$ cat config.mk
export PLATFORM = sky130hd
export DESIGN_NAME = memory_map_address_decoder
export DESIGN_NICKNAME = d
export VERILOG_FILES = /design/src/rtl/mmad_pkg.sv /design/src/rtl/mmad_decode.sv /design/src/rtl/memory_map_address_decoder.sv
export SDC_FILE = /design/constraint.sdc
export NUM_CORES = 1
export LEC_CHECK = 0
export ABC_AREA = 1
export BUFFER_PORTS_ARGS = -buffer_cell sky130_fd_sc_hd__buf_2
export CORE_MARGIN = 2
export CORE_UTILIZATION = 50
export CTS_CLUSTER_SIZE = 16
export DETAILED_ROUTE_END_ITERATION = 6
export GPL_ROUTABILITY_DRIVEN = 0
export HOLD_SLACK_MARGIN = 0.12
export PLACE_DENSITY = 0.77
export SYNTH_ARGS = -nofsm -noshare
export SYNTH_HDL_FRONTEND = slang
export SYNTH_SLANG_ARGS = --single-unit
$ cat constraint.sdc
create_clock -name i_clk -period 3.7 [get_ports i_clk]
set_clock_uncertainty 0.1 [all_clocks]
set_input_delay 1.11 -clock i_clk [delete_from_list [all_inputs] [get_ports i_clk]]
set_output_delay 1.11 -clock i_clk [all_outputs]
set_load 0.005 [all_outputs]
$ cat src/rtl/mmad_pkg.sv
// ----------------------------------------------------------------------------
// mmad_pkg
// Shared types and constants for the memory map address decoder: target
// codes, register indexes, fixed region bounds and the bundles that pass
// between the top level and the decode logic.
// ----------------------------------------------------------------------------
package mmad_pkg;

    // target codes
    localparam logic [3:0] TGT_RAM    = 4'd0;
    localparam logic [3:0] TGT_BASIC  = 4'd1;
    localparam logic [3:0] TGT_KERNEL = 4'd2;
    localparam logic [3:0] TGT_PIA    = 4'd3;
    localparam logic [3:0] TGT_FACIA  = 4'd4;
    localparam logic [3:0] TGT_SCREEN = 4'd5;
    localparam logic [3:0] TGT_COLOR  = 4'd6;
    localparam logic [3:0] TGT_HIRES  = 4'd7;
    localparam logic [3:0] TGT_ASCII  = 4'd8;
    localparam logic [3:0] TGT_POLLED = 4'd9;
    localparam logic [3:0] TGT_TAPE   = 4'd10;
    localparam logic [3:0] TGT_NONE   = 4'd11;

    // configuration register indexes
    localparam logic [2:0] REG_RAM_TOP        = 3'd0;
    localparam logic [2:0] REG_BASIC_ENABLE   = 3'd1;
    localparam logic [2:0] REG_DEVICE_ENABLES = 3'd2;
    localparam logic [2:0] REG_HIRES_SELECT   = 3'd3;
    localparam logic [2:0] REG_TAPE_BASE      = 3'd4;
    localparam logic [2:0] REG_KERN_FLOOR     = 3'd5;

    // hires select codes
    localparam logic [1:0] HIRES_NONE = 2'd0;
    localparam logic [1:0] HIRES_HIGH = 2'd1;
    localparam logic [1:0] HIRES_LOW  = 2'd2;

    // device enable bit positions
    localparam int DEV_FLOPPY = 0;
    localparam int DEV_VIDEO  = 1;
    localparam int DEV_COLOR  = 2;
    localparam int DEV_ASCII  = 3;

    // fixed region bounds
    localparam logic [15:0] RAM_TOP_MAX   = 16'hBFFF;
    localparam logic [15:0] BASIC_LO      = 16'hA000;
    localparam logic [15:0] BASIC_HI      = 16'hBFFF;
    localparam logic [15:0] PIA_LO        = 16'hC000;
    localparam logic [15:0] PIA_HI        = 16'hC003;
    localparam logic [15:0] FACIA_LO      = 16'hC010;
    localparam logic [15:0] FACIA_HI      = 16'hC011;
    localparam logic [15:0] SCREEN_LO     = 16'hD000;
    localparam logic [15:0] SCREEN_HI     = 16'hD7FF;
    localparam logic [15:0] HIGH_WIN_LO   = 16'hE000;
    localparam logic [15:0] HIGH_WIN_HI   = 16'hE7FF;
    localparam logic [15:0] LOW_HIRES_LO  = 16'h8000;
    localparam logic [15:0] LOW_HIRES_HI  = 16'h9FFF;
    localparam logic [15:0] ASCII_ADDR    = 16'hDF01;
    localparam logic [7:0]  POLLED_PAGE   = 8'hDF;
    localparam logic [15:0] KERNEL_BASE   = 16'hF000;
    localparam logic [7:0]  OPEN_BUS_BYTE = 8'hFF;

    // configuration register bundle
    typedef struct packed {
        logic [15:0] ram_top;
        logic        basic_enable;
        logic [3:0]  device_enables;
        logic [1:0]  hires_select;
        logic [15:0] tape_base;
        logic [15:0] kern_floor;
    } t_cfg;

    // decoded result item
    typedef struct packed {
        logic [3:0]  target;
        logic [15:0] target_offset;
        logic [7:0]  forwarded_data;
        logic        write_strobe;
        logic [7:0]  open_bus_data;
    } t_result;

endpackage

$ cat src/rtl/mmad_decode.sv
// ----------------------------------------------------------------------------
// mmad_decode
// Priority decode of one bus access into target, offset and write/read
// side outputs, from the current configuration registers.
// ----------------------------------------------------------------------------
module mmad_decode (
    input  logic             i_mode,
    input  logic [15:0]      i_bus_address,
    input  logic [7:0]       i_write_data,
    input  mmad_pkg::t_cfg   i_cfg,
    output mmad_pkg::t_result o_result
);
    import mmad_pkg::*;

    logic [15:0] ram_top_eff;
    logic [15:0] kern_floor_eff;
    logic [16:0] tape_last;
    logic        wr;
    logic        floppy;
    logic        video;
    logic        color;
    logic        ascii;
    logic        tape_hit;
    logic [3:0]  target;
    logic [15:0] offset;
    logic        hit;

    // clamp the configured bounds
    assign ram_top_eff    = (i_cfg.ram_top > RAM_TOP_MAX) ? RAM_TOP_MAX : i_cfg.ram_top;
    assign kern_floor_eff = (i_cfg.kern_floor < KERNEL_BASE) ? KERNEL_BASE
                                                             : i_cfg.kern_floor;

    assign wr     = i_mode;
    assign floppy = i_cfg.device_enables[DEV_FLOPPY];
    assign video  = i_cfg.device_enables[DEV_VIDEO];
    assign color  = i_cfg.device_enables[DEV_COLOR];
    assign ascii  = i_cfg.device_enables[DEV_ASCII];

    // tape window never wraps past the top of memory
    assign tape_last = {1'b0, i_cfg.tape_base} + 17'd3;
    assign tape_hit  = (i_bus_address >= i_cfg.tape_base) &&
                       ({1'b0, i_bus_address} <= tape_last);

    // regions in priority order
    always_comb begin
        target = TGT_NONE;
        offset = '0;
        if (i_bus_address <= ram_top_eff) begin
            target = TGT_RAM;
            offset = i_bus_address;
        end else if (!wr && i_cfg.basic_enable &&
                     i_bus_address >= BASIC_LO && i_bus_address <= BASIC_HI) begin
            target = TGT_BASIC;
            offset = i_bus_address - BASIC_LO;
        end else if (floppy && i_bus_address >= PIA_LO && i_bus_address <= PIA_HI) begin
            target = TGT_PIA;
            offset = i_bus_address - PIA_LO;
        end else if (floppy && i_bus_address >= FACIA_LO && i_bus_address <= FACIA_HI) begin
            target = TGT_FACIA;
            offset = i_bus_address - FACIA_LO;
        end else if (video && i_bus_address >= SCREEN_LO && i_bus_address <= SCREEN_HI) begin
            target = TGT_SCREEN;
            offset = i_bus_address - SCREEN_LO;
        end else if (video && color &&
                     i_bus_address >= HIGH_WIN_LO && i_bus_address <= HIGH_WIN_HI) begin
            target = TGT_COLOR;
            offset = i_bus_address - HIGH_WIN_LO;
        end else if (video && i_cfg.hires_select == HIRES_HIGH &&
                     i_bus_address >= HIGH_WIN_LO && i_bus_address <= HIGH_WIN_HI) begin
            target = TGT_HIRES;
            offset = i_bus_address - HIGH_WIN_LO;
        end else if (video && i_cfg.hires_select == HIRES_LOW &&
                     i_bus_address >= LOW_HIRES_LO && i_bus_address <= LOW_HIRES_HI) begin
            target = TGT_HIRES;
            offset = i_bus_address - LOW_HIRES_LO;
        end else if (!wr && ascii && i_bus_address == ASCII_ADDR) begin
            target = TGT_ASCII;
            offset = '0;
        end else if (i_bus_address[15:8] == POLLED_PAGE) begin
            target = TGT_POLLED;
            offset = {8'h00, i_bus_address[7:0]};
        end else if (!wr && i_bus_address >= kern_floor_eff) begin
            target = TGT_KERNEL;
            offset = i_bus_address - KERNEL_BASE;
        end else if (tape_hit) begin
            target = TGT_TAPE;
            offset = i_bus_address - i_cfg.tape_base;
        end
    end

    assign hit = (target != TGT_NONE);

    // side outputs
    assign o_result.target         = target;
    assign o_result.target_offset  = offset;
    assign o_result.write_strobe   = wr && hit;
    assign o_result.forwarded_data = (wr && hit) ? i_write_data : 8'h00;
    assign o_result.open_bus_data  = (!wr && !hit) ? OPEN_BUS_BYTE : 8'h00;

endmodule

$ cat src/rtl/memory_map_address_decoder.sv
// Result path: the access is held in the input register, then decoded
// into the result register.
// Throughput: one access per cycle while m_axis_tready is not held low;
// the single-pass decode sits between the input and result registers.
// Reset: synchronous active-low; clears both valid flags and loads the
// configuration registers with their reset values.
// ----------------------------------------------------------------------------
// memory_map_address_decoder
// Stream-in, stream-out bus access decoder: picks the target of each CPU
// access by fixed priority and gives the offset within that target.
// ----------------------------------------------------------------------------
module memory_map_address_decoder (
    input  logic        i_clk,
    input  logic        i_rst_n,
    // input item
    input  logic        s_axis_tvalid,
    output logic        s_axis_tready,
    input  logic [23:0] s_axis_tdata,  // bus_address[15:0], write_data[23:16]
    input  logic [0:0]  s_axis_tuser,  // mode[0]
    // result item
    output logic        m_axis_tvalid,
    input  logic        m_axis_tready,
    output logic [31:0] m_axis_tdata,  // target_offset[15:0], forwarded_data[23:16],
                                       // open_bus_data[31:24]
    output logic [4:0]  m_axis_tuser,  // target[3:0], write_strobe[4]
    // configuration writes
    input  logic        i_cfg_we,
    input  logic [2:0]  i_cfg_index,
    input  logic [15:0] i_cfg_data
);
    import mmad_pkg::*;

    t_cfg        r_cfg;
    logic        r_in_valid;
    logic        r_in_mode;
    logic [15:0] r_in_addr;
    logic [7:0]  r_in_wdata;
    logic        r_out_valid;
    t_result     r_out;
    t_result     n_out;
    logic        out_ready;
    logic        in_ready;

    // configuration registers
    always_ff @(posedge i_clk) begin
        if (!i_rst_n) begin
            r_cfg.ram_top        <= 16'h9FFF;
            r_cfg.basic_enable   <= 1'b1;
            r_cfg.device_enables <= 4'h0;
            r_cfg.hires_select   <= HIRES_NONE;
            r_cfg.tape_base      <= 16'hF000;
            r_cfg.kern_floor     <= 16'hF000;
        end else if (i_cfg_we) begin
            case (i_cfg_index)
                REG_RAM_TOP:        r_cfg.ram_top        <= i_cfg_data;
                REG_BASIC_ENABLE:   r_cfg.basic_enable   <= i_cfg_data[0];
                REG_DEVICE_ENABLES: r_cfg.device_enables <= i_cfg_data[3:0];
                REG_HIRES_SELECT:   r_cfg.hires_select   <= i_cfg_data[1:0];
                REG_TAPE_BASE:      r_cfg.tape_base      <= i_cfg_data;
                REG_KERN_FLOOR:     r_cfg.kern_floor     <= i_cfg_data;
                default: ;
            endcase
        end
    end

    // pipeline flow control
    assign out_ready     = !r_out_valid || m_axis_tready;
    assign in_ready      = !r_in_valid || out_ready;
    assign s_axis_tready = in_ready;

    // input register
    always_ff @(posedge i_clk) begin
        if (!i_rst_n) begin
            r_in_valid <= 1'b0;
        end else if (in_ready) begin
            r_in_valid <= s_axis_tvalid;
        end
    end

    always_ff @(posedge i_clk) begin
        if (in_ready && s_axis_tvalid) begin
            r_in_mode  <= s_axis_tuser[0];
            r_in_addr  <= s_axis_tdata[15:0];
            r_in_wdata <= s_axis_tdata[23:16];
        end
    end

    // decode
    mmad_decode u_decode (
        .i_mode        (r_in_mode),
        .i_bus_address (r_in_addr),
        .i_write_data  (r_in_wdata),
        .i_cfg         (r_cfg),
        .o_result      (n_out)
    );

    // result register
    always_ff @(posedge i_clk) begin
        if (!i_rst_n) begin
            r_out_valid <= 1'b0;
        end else if (out_ready) begin
            r_out_valid <= r_in_valid;
        end
    end

    always_ff @(posedge i_clk) begin
        if (out_ready && r_in_valid) begin
            r_out <= n_out;
        end
    end

    assign m_axis_tvalid = r_out_valid;
    assign m_axis_tdata  = {r_out.open_bus_data, r_out.forwarded_data, r_out.target_offset};
    assign m_axis_tuser  = {r_out.write_strobe, r_out.target};

endmodule
Word level (Yosys, flattened, before mapping). Cells that the tools add are included.

Register bits: 119. Bits in latches: 0. Bits in writable memories: 0. Memory bits (read-only): 0. Output and inout port bits: 39. Memories: 0.

Add/subtract/negate cells: 9. Multipliers: 0. Div/mod/pow operators: 0. Magnitude comparators: 18. Eq/ne operators: 10. Shifts and indexed selects: 0. Muxes and demuxes: 27. Bitwise logic cells: 0. Reductions and logical operators: 39.

Operators by type and width (count): $mux W16 (14); $sub A16 B16 Y16 const B (7); $ge A16 B16 Y1 const B (6); $le A16 B16 Y1 const B (6); $mux W4 (11); $ge A16 B16 Y1 (2); $logic_and A1 B1 Y1 (26); $add A16 B2 Y17 const B (1); $le A16 B17 Y1 (1); $eq A16 B16 Y1 const B (1); $gt A16 B16 Y1 const B (1); $le A16 B16 Y1 (1); $lt A16 B16 Y1 const B (1); $sub A16 B16 Y16 (1); $reduce_and A2 Y1 (6); $eq A8 B8 Y1 const B (1); $mux W8 (1); $eq A3 B2 Y1 const B (2); $eq A3 B3 Y1 const B (2); $logic_not A1 Y1 (4); $ne A4 B4 Y1 const B (1); $eq A3 B1 Y1 const B (1); $logic_not A3 Y1 (1); $eq A2 B1 Y1 const B (1); other kinds (3) (4).

Longest topological paths before layout. Gate-level depths: netlist of run 1.

Depth in word-level cells: 19. Mapped depth: 28. Gate-level depth less buffers: 28.

By module. From an unflattened synthesis of run 1, not the netlist that was laid out.

Cell total of the unflattened synthesis: 1103. Area, all modules: 8433.1 sq um.

By module, submodules not included: mmad_decode (instances 1, cells each 725, area an instance 4301.6 sq um, sequential area each 0.0 sq um); memory_map_address_decoder (instances 1, cells each 378, area an instance 4131.5 sq um, sequential area each 3002.9 sq um).

Least setup slack after synthesis of run 1. No wires, ideal clock.

Path kind: input port to flip-flop. Start point: in m_axis_tready. End point: reg r_out (netlist bit m_axis_tdata[0]) (enable). Setup time: 0.427 ns. Arrival time: 2.643 ns. Data required time: 3.173 ns. Path slack: 0.530 ns. Stages: 2. Path buffers: 0. Cell sequence: inv_1 > a21oi_1.

Word-level cells in the longest chain between the ends: 2.

RTL lines: start: declaration (line memory_map_address_decoder.sv:22) `input logic m_axis_tready,`; $logic_or A1 B1 Y1 (line memory_map_address_decoder.sv:67) `assign out_ready = !r_out_valid || m_axis_tready;`; $logic_and A1 B1 Y1 (line memory_map_address_decoder.sv:107) `if (out_ready && r_in_valid) begin`; end signal: assignment (line memory_map_address_decoder.sv:108) `r_out <= n_out;`; end: declaration (line memory_map_address_decoder.sv:39) `t_result r_out;`.

Every way passes these cells. A chain may end at the register's enable or synchronous reset.

Worst setup path after layout of run 1.
Start point: reg r_cfg[18] in the netlist's numbering. End point: reg r_out (netlist bit m_axis_tdata[16]) (data pin).

Word-level cells in the longest chain between the ends: 17. Elaborated cells on any way between the ends: 18. Classes of those cells: 1 x add/sub; 2 x order compare; 1 x eq/ne; 12 x mux; 2 x reduce/logical.

RTL lines: start: declaration (line memory_map_address_decoder.sv:33) `t_cfg r_cfg;`; $add A16 B2 Y17 (line mmad_decode.sv:40) `assign tape_last = {1'b0, i_cfg.tape_base} + 17'd3;`; $le A16 B17 Y1 (line mmad_decode.sv:42) `({1'b0, i_bus_address} <= tape_last);`; $logic_and A1 B1 Y1 * (line mmad_decode.sv:41) `assign tape_hit = (i_bus_address >= i_cfg.tape_base) &&`; $mux W1 * (line mmad_decode.sv:85) `end else if (tape_hit) begin`; $mux W4 * (line mmad_decode.sv:82) `end else if (!wr && i_bus_address >= kern_floor_eff) begin`; $mux W4 * (line mmad_decode.sv:79) `end else if (i_bus_address[15:8] == POLLED_PAGE) begin`; $mux W4 * (line mmad_decode.sv:76) `end else if (!wr && ascii && i_bus_address == ASCII_ADDR) begin`; $mux W4 * (line mmad_decode.sv:72) `end else if (video && i_cfg.hires_select == HIRES_LOW &&`; $mux W4 * (line mmad_decode.sv:68) `end else if (video && i_cfg.hires_select == HIRES_HIGH &&`; $mux W4 * (line mmad_decode.sv:64) `end else if (video && color &&`; $mux W4 * (line mmad_decode.sv:61) `end else if (video && i_bus_address >= SCREEN_LO && i_bus_address <= SCREEN_HI) begin`; $mux W4 * (line mmad_decode.sv:58) `end else if (floppy && i_bus_address >= FACIA_LO && i_bus_address <= FACIA_HI) begin`; $mux W4 * (line mmad_decode.sv:55) `end else if (floppy && i_bus_address >= PIA_LO && i_bus_address <= PIA_HI) begin`; $mux W4 * (line mmad_decode.sv:51) `end else if (!wr && i_cfg.basic_enable &&`; $mux W4 * (line mmad_decode.sv:48) `if (i_bus_address <= ram_top_eff) begin`; $ne A4 B4 Y1 * (line mmad_decode.sv:91) `assign hit = (target != TGT_NONE);`; $logic_and A1 B1 Y1 * (line mmad_decode.sv:97) `assign o_result.forwarded_data = (wr && hit) ? i_write_data : 8'h00;`.

Mark *: on every way between the ends. The rest lies on a longest branch, timed or not.

==> results of run 1 <==
## kinds of logic (layout without fill, tap and decap cells)
kind of cell | after synthesis | count (layout) | share of synthesized area
buffers and inverters | 161 | 263 | 0.0824
AO/OA/AOI/OAI | 191 | 191 | 0.132
XOR/XNOR | 34 | 34 | 0.0379
flip-flops | 112 | 112 | 0.356
adder cells (fa/ha/maj) | 80 | 80 | 0.128
other | 1 | 2 | 0.000478
AND/OR/NAND/NOR | 471 | 472 | 0.263
## area by class of cell
class                   count  area [um^2]  share of cell area
multi-input cells         779         4470               0.498
flip-flops and latches    112         2800               0.311
repair buffers            113          631              0.0703
inverters                 134          507              0.0565
well taps                 211          264              0.0294
clock buffers               9          225              0.0251
clock inverters             7         86.3             0.00962
## repair_timing
action | CTS | global route
resized for setup | 0 | 17
setup buffers | 0 | 2
setup endpoints to repair | 0 | 26
## Yosys cell counts, drive strengths merged (2+ instances only)
| cell | number | area (um^2) |
|---|---|---|
| nand2 | 244 | 970 |
| inv | 132 | 498 |
| nor2 | 129 | 534 |
| a21oi | 87 | 435 |
| ha | 79 | 988 |
| o21ai | 71 | 355 |
| nand3 | 62 | 320 |
| dfxtp | 57 | 1140 |
| edfxtp | 55 | 1650 |
| xor2 | 26 | 228 |
| clkbuf | 15 | 56.3 |
| nand4 | 13 | 81.3 |
| buf | 12 | 83.8 |
| nor3 | 9 | 45.0 |
| xnor2 | 8 | 70.1 |
| nor4 | 7 | 65.1 |
| o211ai | 7 | 52.6 |
| a22oi | 6 | 45.0 |
| a21o | 5 | 37.5 |
| a31oi | 5 | 31.3 |
| o21a | 3 | 22.5 |
| o21bai | 3 | 22.5 |
| or2 | 3 | 21.3 |
| clkinv | 2 | 8.75 |
| nand3b | 2 | 15.0 |
## worst max path at each step
stage / slack [ps] / depth (start not counted) / startpoint / to
final: 220 / 24 / r_cfg[18] / m_axis_tdata[16]
after global routing: -30 / 24 / r_cfg[18] / m_axis_tdata[16]
after CTS: 20 / 24 / r_cfg[18] / m_axis_tdata[15]
after floorplan: 530 / 2 / m_axis_tready / m_axis_tdata[0]
after detailed placement: 50 / 24 / r_cfg[18] / m_axis_tdata[15]
after global placement: 250 / 24 / r_cfg[18] / m_axis_tdata[15]
## registers in the layout (all words and copies together), names as in the netlist
register	flops
m_axis_tuser	5
m_axis_tvalid	1
r_in_valid	1
r_in_mode	1
r_cfg	55
r_in_addr	16
r_in_wdata	8
m_axis_tdata	25
## report_power, final
part | total (mW) | switching, mW | leakage, nW | internal, mW
sequential | 1.43 | 0.0536 | 0.996 | 1.37
combinational | 0.616 | 0.387 | 3.15 | 0.228
clock | 1.00 | 0.516 | 0.151 | 0.486
## placed cells by master (no fill, tap or decap), drive strengths merged
cell type	count
nand2	245
inv	135
nor2	129
buf	113
a21oi	87
ha	79
o21ai	71
nand3	62
dfxtp	57
edfxtp	55
xor2	26
nand4	13
clkbuf	9
nor3	9
xnor2	8
o211ai	7
nor4	7
a22oi	6
clkinv	6
a31oi	5
a21o	5
o21a	3
o21bai	3
or2	3
nand3b	2
conb	2
o32ai	1
and3	1
o31ai	1
a211oi	1
and2	1
a311o	1
fa	1
## worst register-to-register path, delay by kind of cell, from the launching register on
family          cells  cell delay [ps]
simple gates       19             2000
flops               1              360
fa+ha+maj           1              300
buf+inv             2              160
compound gates      1              160
xor+xnor            1              160
## per-stage QoR
stage / cell area, um^2 / power [mW] / TNS (ps) / setup WS (ps)
after floorplan: 7850 / 1.84 / 0 / 530
after global placement: 8600 / 2.03 / 0 / 246
after detailed placement: 8600 / 2.05 / 0 / 47.7
after CTS: 8910 / 3.04 / 0 / 17.7
after global routing: 8980 / 3.19 / -110 / -28.7
final: 8980 / 3.04 / 0 / 219
## routing by layer
layer  global-route usage  routed length [um]  vias up
met5                    0                   0        -
li1                     -                   -     3672
met3               0.0343                1750       40
met1                0.359                9120     3319
met2                0.410                9390      297
met4               0.0914                 591        0
==> impl_results.md, run 1 <==
- Clock transition at the registers of the reported paths: 80 ps
- Clock root buffer: clkbuf_16
- Max stage delay on crit path: 360 ps
- Synthesized flop and latch total: 112
- Crit-path slowest cell: dfxtp_2
- Peak Freq: 0.287 GHz
- Die H: 129 um
- CP Capture Type: flop
- CP startpoint kind: flop
- Synth warn: 0
- Lkg Pwr: 4.29 nW
- Post-synthesis cell type count: 49
- EDFF count, synth: 55
- Reg2Reg Setup Slack: 220 ps
- Layout cells sized above 1: 0.159
- Non-Filler Instances: 1365
- Maxcap violations: 0
- Crit-path leading delay family: simple AND/OR/NAND/NOR gates
- Mapped cell area: 7850 um^2
- Final min period: 3480 ps
- Die width: 129 um
- Port bufs: 87
- Crit-path cells: inv_1, a21oi_2, nand2_1, inv_1, nand2_1, nor3_2, nand4_1, xor2_1, ha_1, nand3_1, nor2_2, nand4_1, nand3_1, nand2_2, nand3_1, nand3_1, nand2_1, nand2_1, nand2_1, nand2_1, nand2_1, nand3_4, nand2_4, nor2_2
- Ys flop type: dfxtp_1
- Post-DRT Antenna Nets: 0
- Reg2reg end: m_axis_tdata[16]
- Drt first-iter violations: 572
- Post-layout util: 0.588
- Crit share post-route: 0.941
- Critical path's most frequent cell: nand2_1
- Num rows: 45
- Cts bufs inserted: 9
- Nets: 1278
- Syn-to-layout area delta: 14.3%
- Hold Path Depth: 2
- Post-synthesis average cell area: 7.48 um^2
- Post-Syn Instances: 1050
- Initial cell density of the core: 0.514
- Pin count of the biggest net entering global routing: 31
- Antenna cell count: 0
- Placed insts: 1346
- Hold/Removal Path Class: flop to flop
- Seq/Total Area, Yosys: 0.356
- First-pass GRT wire length: 33.6 mm
- Power per Cell Area: 339 nW/um^2
- Fillcell total: 1405
- Hold endpoint: r_cfg[0]
- CTS tree: built
- Critical path arrival: 3500 ps
- Final setup vio count: 0
- Final hold slack: 373 ps
- I/O pins: 88
- Hold path start: r_cfg[0]
- Die ar.: 16700 um^2
- Slew Limit Headroom: 0.491
- Async SR Flop Fraction: 0
- Max-slew violation count: 0
- Worst Tran Pin Value: 762 ps
- H-tree Lvls: 3
- Status: finished clean
- Reg2Reg Depth: 24
- Crit path kind: flop to flop
- Drt wl/cell: 15.3 um
- CTS max path bufs: 2
- Clk sinks: 112
- Worst skew pair latency: 360 ps
- Routed via count: 7328
- Post-DP HPWL: 16.0 mm
- Number of global-route vias before repair: 6746
- Number of buffers and inverters on the critical path: 2
- Gr ovfl total: 0
- CTS Hold Buffers Added: 0
- Peak supply drop: 275 uV
- Drc violations: 0
- Hold Fails Final Rpt: 0
- Drt pass-1 iters: 5
- GRT Total Usage: 0.257
- Core area: 15300 um^2
- Crit-path max FO: 5
- Vias per inst: 5.37
- Antenna violations before repair: 0
- Routed Wire Length: 20.9 mm
- Worst R2R Start: r_cfg[18]
- Worst EP required: 3720 ps
No activity file was read; power rests on OpenSTA's default activity.
==> inputs of run 2 (changes only) <==
- BUFFER_PORTS_ARGS: -buffer_cell sky130_fd_sc_hd__buf_2 -> -buffer_cell sky130_fd_sc_hd__buf_4
==> impl_results.md, run 2 (synthesis gave the netlist of run 1 again) <==
- Final Cell Area: 9180 um^2
- Layout cells sized above 1: 0.154
- Nets: 1275
- Drt pass-1 iters: 5
- Critical path arrival: 3460 ps
- Post-layout util: 0.602
- Peak supply drop: 401 uV
- Final min period: 3430 ps
- Post-DP HPWL: 15.8 mm
- Gr ovfl total: 0
- Crit path kind: flop to flop
- Status: finished clean
- Crit-path max FO: 11
- Post-DRT Antenna Nets: 0
- Num rows: 45
- Non-Filler Instances: 1362
- Syn-to-layout area delta: 16.9%
- Clk sinks: 112
- Worst Tran Pin Value: 806 ps
- Clock transition at the registers of the reported paths: 80 ps
- Initial cell density of the core: 0.514
- Setup Buffers After CTS: 0
- Cell Area, Placed: 8810 um^2
- Die ar.: 16700 um^2
- CTS max path bufs: 2
- Antenna violations before repair: 0
- H-tree Lvls: 3
- Top reg by flops: r_cfg
- Die H: 129 um
- Port bufs: 87
- Clock root buffer: clkbuf_16
- Most frequent cells in the layout: nand2_1 (234), inv_1 (121), nor2_1 (111)
- Antenna cell count: 0
- Core area: 15300 um^2
- Routed via count: 7305
- Routed Wire Length: 20.9 mm
- CP startpoint kind: flop
- Drt wl/cell: 15.3 um
- Maxcap violations: 0
- Placed insts: 1345
- Worst skew pair latency: 370 ps
- Lkg Pwr: 4.35 nW
- Power per Cell Area: 340 nW/um^2
- CTS tree: built
- Max reg flops: 55
- Max-slew violation count: 0
- Commonest non-fill, non-tap cell in the layout: nand2_1
- Final hold slack: 359 ps
- Vias per inst: 5.36
- CP Capture Type: flop
- First-pass GRT wire length: 32.5 mm
- Final setup vio count: 0
- Drt first-iter violations: 485
- Crit share post-route: 0.927
- I/O pins: 88
- Hold Fails Final Rpt: 0
- Drc violations: 0
- Pin count of the biggest net entering global routing: 56
- Number of global-route vias before repair: 6452
- Slew Limit Headroom: 0.461
- Peak Freq: 0.291 GHz
- GRT Total Usage: 0.252
- Worst EP required: 3720 ps
- Hold/Removal Path Class: flop to flop
- Cts bufs inserted: 9
- Die width: 129 um
run 2: final cells by class:
class	instances	area (um^2)
clock buffer	9	225
inverter	134	507
sequential	112	2790
multi-input combinational	779	4470
clock inverter	7	92.6
timing repair buffer	110	826
tap	211	264
fill	1357	6080
run 2: power by group:
group          internal, mW  switching [mW]  total, mW  leakage [nW]
logic                 0.254           0.380      0.635          3.20
clock network         0.545           0.508       1.05         0.156
registers              1.37          0.0586       1.43         0.995
run 2: path summary, 6_finish.rpt:
check / startpoint / end / slack (ps) / depth (start not counted)
min: r_cfg[0] / r_cfg[0] / 360 / 2
max reg2reg: r_cfg[15] / m_axis_tdata[20] / 270 / 20
max: r_cfg[15] / m_axis_tdata[20] / 270 / 20
min reg2reg: r_cfg[0] / r_cfg[0] / 360 / 2
run 2: routing by layer:
layer  vias to the layer above  wire [um]  global-route usage
li1                       3665          -                   -
met1                      3350       9330               0.342
met2                       257       9520               0.399
met3                        33       1460              0.0479
met4                         0        550              0.0953
met5                         -          0                   0
run 2: per-stage QoR:
step | TNS (ps) | power (mW) | setup WS, ps
after floorplan | 0 | 1.84 | 530
after global placement | 0 | 2.06 | 213
after detailed placement | 0 | 2.07 | 84.5
after CTS | 0 | 3.11 | 61.4
after global routing | -79.6 | 3.26 | -27.2
final | 0 | 3.12 | 269
run 2: repair_timing:
action / in CTS / in global routing
gates resized for setup: 0 / 15
hold buffers: 0 / 0
setup endpoints to repair: 0 / 25
run 2: critical path: stages (launching register included):
cell,delay (ps)
dfxtp_1,330
nand4_1,140
inv_1,280
nand2_1,90
ha_1,340
a21oi_1,170
a31oi_1,110
nor2_1,90
nand3_1,140
nand2_1,280
inv_1,180
nand2_1,180
nand3_1,90
nand2_1,80
nand2_1,50
nand2_1,60
nand2_1,80
nand2_1,100
nand3_4,120
nand2_4,140
nor2_2,40
